**config.mk**
```make
export PLATFORM = sky130hd
export DESIGN_NAME = lifo_stack_with_replace
export DESIGN_NICKNAME = d
export VERILOG_FILES = /design/src/rtl/lsr_pkg.sv /design/src/rtl/lsr_cell.sv /design/src/rtl/lifo_stack_with_replace.sv
export SDC_FILE = /design/constraint.sdc
export NUM_CORES = 2
export LEC_CHECK = 0
export ABC_AREA = 1
export BUFFER_PORTS_ARGS = -buffer_cell sky130_fd_sc_hd__buf_2
export CORE_ASPECT_RATIO = 0.8
export CORE_MARGIN = 3
export CORE_UTILIZATION = 60
export DETAILED_ROUTE_END_ITERATION = 8
export GPL_TIMING_DRIVEN = 0
export PLACE_DENSITY = 0.84
export REMOVE_ABC_BUFFERS = 1
export SYNTH_ARGS = -nofsm -noshare
export SYNTH_HDL_FRONTEND = slang
export SYNTH_SLANG_ARGS = --single-unit
```
**constraint.sdc**
```tcl
create_clock -name clk -period 11.45 [get_ports clk]
set_input_delay 0.5725 -clock clk [delete_from_list [all_inputs] [get_ports clk]]
set_output_delay 0.5725 -clock clk [all_outputs]
set_load 0.05 [all_outputs]
```
**src/rtl/lsr_pkg.sv**
```systemverilog
// ----------------------------------------------------------------------------
// lsr_pkg: shared types for the LIFO stack with replace
// Operation and status codes, the item payload structs and the control
// bundle that the top level hands to every stack cell.
// ----------------------------------------------------------------------------
package lsr_pkg;

  localparam int DEPTH_DEFAULT = 16;
  localparam int WORD_W        = 32;
  localparam int OCC_W         = 5;

  typedef logic signed [WORD_W-1:0] word_t;

  typedef enum logic [1:0] {
    ACT_PUSH   = 2'd0,
    ACT_POP    = 2'd1,
    ACT_PEEK   = 2'd2,
    ACT_CHANGE = 2'd3
  } action_t;

  typedef enum logic [1:0] {
    ST_OK       = 2'd0,
    ST_OVERFLOW = 2'd1,
    ST_EMPTY    = 2'd2,
    ST_NOMATCH  = 2'd3
  } status_t;

  typedef struct packed {
    action_t action;
    word_t   value;
    word_t   match_value;
  } req_t;

  typedef struct packed {
    status_t          status;
    word_t            read_value;
    logic [OCC_W-1:0] occupancy;
  } rsp_t;

  // Per-cycle command shared by all cells of the chain
  typedef struct packed {
    logic push_en;
    logic pop_en;
    logic chg_en;
  } lsr_ctrl_t;

endpackage

```
**src/rtl/lsr_cell.sv**
```systemverilog
// ----------------------------------------------------------------------------
// lsr_cell: one word of the stack chain
// Holds one entry, shifts with its neighbors on push and pop, and compares
// against the match value so the chain can pick the topmost hit on change.
// ----------------------------------------------------------------------------
module lsr_cell (
  input  logic              clk,
  input  lsr_pkg::lsr_ctrl_t ctrl,
  input  lsr_pkg::word_t    above_data,
  input  lsr_pkg::word_t    below_data,
  input  lsr_pkg::word_t    value,
  input  lsr_pkg::word_t    match_value,
  input  logic              occupied,
  input  logic              hit_in,
  output lsr_pkg::word_t    data,
  output logic              hit_out
);

  logic hit;

  // Compare the held entry; pass any hit above or here down the chain
  assign hit     = occupied && (data == match_value);
  assign hit_out = hit_in || hit;

  // Shift down on push, up on pop, overwrite the topmost hit on change
  always_ff @(posedge clk) begin
    if (ctrl.push_en) begin
      data <= above_data;
    end else if (ctrl.pop_en) begin
      data <= below_data;
    end else if (ctrl.chg_en && hit && !hit_in) begin
      data <= value;
    end
  end

endmodule

```
**src/rtl/lifo_stack_with_replace.sv**
```systemverilog
// ----------------------------------------------------------------------------
// lifo_stack_with_replace: bounded LIFO stack of signed words with replace
// The result is registered and appears in the cycle after the item is accepted.
// Throughput: one item per cycle for every operation; each cell shifts or
// compares its own entry in the same cycle, and the result register frees
// itself whenever the consumer takes the result.
// Reset: rst clears the entry count and the result valid; entries are not
// cleared and are only read once pushed.
// ----------------------------------------------------------------------------
module lifo_stack_with_replace #(
  parameter int DEPTH = lsr_pkg::DEPTH_DEFAULT
) (
  input  logic          clk,
  input  logic          rst,
  input  logic          req_valid,
  output logic          req_ready,
  input  lsr_pkg::req_t req,
  output logic          rsp_valid,
  input  logic          rsp_ready,
  output lsr_pkg::rsp_t rsp
);

  localparam int CNT_W = $clog2(DEPTH + 1);

  logic [CNT_W-1:0]           count;
  logic [CNT_W-1:0]           count_next;
  logic [CNT_W+lsr_pkg::OCC_W-1:0] occ_wide;
  logic                       accept;
  logic                       full;
  logic                       empty;
  lsr_pkg::lsr_ctrl_t         ctrl;
  lsr_pkg::word_t             cell_data [DEPTH];
  logic [DEPTH:0]             hit_chain;
  lsr_pkg::rsp_t              rsp_next;

  // Handshake: take an item whenever the result register is free or draining
  assign req_ready = !rsp_valid || rsp_ready;
  assign accept    = req_valid && req_ready;

  assign full  = (count == CNT_W'(DEPTH));
  assign empty = (count == '0);

  // Decode the command for the chain
  always_comb begin
    ctrl.push_en = accept && (req.action == lsr_pkg::ACT_PUSH) && !full;
    ctrl.pop_en  = accept && (req.action == lsr_pkg::ACT_POP) && !empty;
    ctrl.chg_en  = accept && (req.action == lsr_pkg::ACT_CHANGE);
  end

  // Build the chain: cell 0 is the top of the stack
  assign hit_chain[0] = 1'b0;

  for (genvar i = 0; i < DEPTH; i++) begin : g_cell
    lsr_pkg::word_t above_data;
    lsr_pkg::word_t below_data;
    logic           occupied;

    if (i == 0) begin : g_top
      assign above_data = req.value;
    end else begin : g_mid_above
      assign above_data = cell_data[i-1];
    end

    if (i == DEPTH - 1) begin : g_bottom
      assign below_data = cell_data[i];
    end else begin : g_mid_below
      assign below_data = cell_data[i+1];
    end

    assign occupied = (count > CNT_W'(i));

    lsr_cell u_cell (
      .clk         (clk),
      .ctrl        (ctrl),
      .above_data  (above_data),
      .below_data  (below_data),
      .value       (req.value),
      .match_value (req.match_value),
      .occupied    (occupied),
      .hit_in      (hit_chain[i]),
      .data        (cell_data[i]),
      .hit_out     (hit_chain[i+1])
    );
  end

  // Advance the entry count
  always_comb begin
    count_next = count;
    if (ctrl.push_en) begin
      count_next = count + CNT_W'(1);
    end else if (ctrl.pop_en) begin
      count_next = count - CNT_W'(1);
    end
  end

  assign occ_wide = (CNT_W + lsr_pkg::OCC_W)'(count_next);

  // Form the result for the accepted item
  always_comb begin
    rsp_next.status     = lsr_pkg::ST_OK;
    rsp_next.read_value = '0;
    rsp_next.occupancy  = occ_wide[lsr_pkg::OCC_W-1:0];
    case (req.action)
      lsr_pkg::ACT_PUSH: begin
        if (full) begin
          rsp_next.status = lsr_pkg::ST_OVERFLOW;
        end
      end
      lsr_pkg::ACT_POP, lsr_pkg::ACT_PEEK: begin
        if (empty) begin
          rsp_next.status = lsr_pkg::ST_EMPTY;
        end else begin
          rsp_next.read_value = cell_data[0];
        end
      end
      lsr_pkg::ACT_CHANGE: begin
        if (!hit_chain[DEPTH]) begin
          rsp_next.status = lsr_pkg::ST_NOMATCH;
        end
      end
      default: begin
        rsp_next.status = lsr_pkg::ST_OK;
      end
    endcase
  end

  // Hold count and the result valid
  always_ff @(posedge clk) begin
    if (rst) begin
      count     <= '0;
      rsp_valid <= 1'b0;
    end else begin
      count <= count_next;
      if (accept) begin
        rsp_valid <= 1'b1;
      end else if (rsp_ready) begin
        rsp_valid <= 1'b0;
      end
    end
  end

  // Load the result payload
  always_ff @(posedge clk) begin
    if (accept) begin
      rsp <= rsp_next;
    end
  end

endmodule

```
==> flow_metrics.py <==
metrics = {
    "outcome": {
        "outcome": "finished, violations left",
        "violations": "capacitance limit",
    },
    "clocking": {
        "clk_pin_slew_ps": 60,
        "cts_buffers": 56,
        "cts-root-buf": "clkbuf_16",
        "cts_tree": "built",
        "htreeDepth": 2,
        "numClockSinks": 557,
        "ctsResizeCount": 0,
        "insertion_delay_ps": 630,
        "holdBufCountCts": 0,
        "post_cts_buffers": 0,
        "cts_buffer_depth": 3,
    },
    "power": {
        "powerDensity_nw_per_um2": 155,
        "comb_power_share_pct": 15.5,
        "total_power_uw": 5420,
        "leakage_uw": 0.0125,
        "p_int_uw": 3870,
        "max-vdd-ir-drop_mv": 0.115,
        "p_sw_share_pct": 28.5,
        "seq_power_share_pct": 46.5,
        "switchingPower_uw": 1540,
        "pwr-share-clk_pct": 38.1,
    },
    "floorplanning": {
        "core_area_sq_um": 51500,
        "dieWidth_um": 262,
        "initial_core_util_pct": 61.2,
        "die_h_um": 211,
        "rows": 74,
        "die_area_sq_um": 55300,
        "pin_count": 111,
    },
    "final_layout": {
        "utilization_pct": 67.8,
        "syn_to_final_growth_pct": 10.8,
        "mostFrequentLayoutCell": "nand2_1",
        "nets": 3433,
        "layout_common_cells": "nand2_1, edfxtp_1, nand3_1",
        "fin_area_sq_um": 34900,
        "post_route_cells_drive_above_1_share_pct": 9.85,
    },
    "setup_path": {
        "r2r_slack_ps": 6340,
        "cp-end-kind": "flop",
        "crit_slowest_cell": "nand3_4",
        "cp_data_required_time_ps": 11790,
        "start_kind": "flop",
        "rr_startpoint": "rsp_valid$_SDFFE_PP0P_",
        "arrival_ps": 5450,
        "cpMostUsedCell": "buf_16",
        "path_class": "flop to flop",
        "worstReg2RegEnd": "rsp[3]$_DFFE_PP_",
        "path_cells": "nand2_1, nand2_1, inv_2, nand3_4, inv_8, buf_16, nor2_4, buf_16, buf_12, inv_6, buf_16, o22ai_1, xor2_1",
        "slowest_delay_ps": 590,
        "cp_top_family": "buffers and inverters",
        "crit_fanout": 154,
        "cp-startpoint": "rsp_valid$_SDFFE_PP0P_",
        "worst-path-buf-inv": 7,
        "reg2regPathDepth": 13,
    },
    "global_routing": {
        "grt_usage_pct": 40.0,
        "grt_antenna_before_repair": 2,
        "grt_pass1_wl_mm": 162,
        "overflow": 0,
        "grt_max_degree": 167,
        "grt_pass1_vias": 25100,
    },
    "sta": {
        "drv_slew": 0,
        "slew-limit-headroom_pct": 2.28,
        "final-setup-viol-count": 0,
        "tns_ps": 0,
        "fin_skew_ps": 23.2,
        "holdWs_ps": 177,
        "tightest_slew_ps": 1450,
        "finalHoldViolCount": 0,
        "finalCriticalPeriod_ps": 5110,
        "rsz0062_at_grt": "no",
        "fin_crit_sh_pct": 44.6,
        "clock.fmax_ghz": 0.196,
    },
    "placement": {
        "portBuffers": 110,
        "place_congestion": 1.03,
        "place_hpwl_mm": 80.2,
        "dpl_cell_area_sq_um": 32900,
    },
    "synthesis": {
        "synth_area_sq_um": 31500,
        "synthArstFlopShare_pct": 0,
        "synth_cells": 3351,
        "avgSynthCellArea_sq_um": 9.39,
        "seq_area_frac_synth_pct": 52.9,
        "synth-edff-count": 551,
        "yosysWarningCount": 0,
        "synth_seq_cells": 557,
        "synth-main-ff-cell": "edfxtp_1",
        "yosys.cell_types.count": 51,
    },
    "routing": {
        "routed_via_density": 6.69,
        "vias": 27300,
        "drt-pass1-iter-count": 8,
        "drtIter0Drc": 5588,
        "wl_per_cell_um": 27.5,
        "ant_nets": 0,
        "drcViolationCount": 0,
        "wl_mm": 112,
    },
    "worst_hold_path": {
        "hold_depth": 2,
        "hp-class": "primary input to flop",
        "holdPathEnd": "rsp_valid$_SDFFE_PP0P_",
        "min_from": "rst",
    },
    "job": {
        "max_cap_violations": 1,
    },
}
layer usage:
layer  vias to the layer above  wire length (um)  track usage (%)
met3                       373             19800             14.7
li1                      11600                 -                -
met1                     12900             40400             56.4
met5                         -                13                0
met4                         2              5860             18.0
met2                      2502             46200             55.2
stage by stage:
step,std cells,worst slack [ps]
3_3_place_gp,3926,-14590
3_5_place_dp,3979,6100
6_report,4085,6340
2_1_floorplan,3132,-2420
5_1_grt,4084,6120
4_1_cts,4084,6440
kinds of logic after synthesis:
family,Yosys count,synth area share [%]
buf+inv,481,6.90
compound gates,418,9.32
fa+ha+maj,10,0.397
flops,557,52.9
simple gates,1543,20.9
xor+xnor,342,9.52
power by group through the flow:
stage               Combinational (uW)  Sequential, uW  Clock [uW]
floorplan                          425            2570           0
global placement                   756            2570           0
detailed placement                 797            2550           0
CTS                                805            2510        2040
global route                       873            2520        2120
finish                             838            2520        2060
synth_stat cells, drive strengths merged (5+ instances only):
cell type	instances	area, sq um
a21oi	12	60.1
nor3	30	155
nor2	135	563
o21ai	81	405
o2111ai	13	114
or2	6	37.5
ha	10	125
dfxtp	6	120
a221oi	6	52.6
edfxtp	551	16500
xnor2	251	2200
o22ai	50	313
xor2	91	797
clkbuf	63	236
buf	156	950
o31ai	5	37.5
nand2	1006	3790
o211ai	176	1320
inv	260	976
nor4	26	163
nand3	266	1380
o221ai	51	447
nand4	66	449
a22oi	19	143
sequential cells by signal (all words and copies together), names as in the netlist:
signal / count
g_cell.u_cell.data: 512
rsp_valid: 1
count: 5
rsp: 39
worst max-delay path by stage:
stage	end	slack, ps	depth (start not counted)
5_1_grt	count[3]$_SDFF_PP0_	6120	14
3_5_place_dp	rsp[3]$_DFFE_PP_	6100	15
4_1_cts	rsp[3]$_DFFE_PP_	6440	13
3_3_place_gp	rsp[3]$_DFFE_PP_	-14590	11
2_1_floorplan	rsp[3]$_DFFE_PP_	-2420	9
6_report	rsp[3]$_DFFE_PP_	6340	13
final cells by class:
class | count | area [sq um]
inverters | 262 | 997
well taps | 684 | 856
diodes | 1 | 2.50
clock inverters | 34 | 464
clock buffers | 71 | 1550
fillers | 3810 | 16600
flip-flops and latches | 557 | 16700
multi-input cells | 2313 | 12800
repair buffers | 163 | 1540
Note: power is estimated with default switching activity, not from simulation.
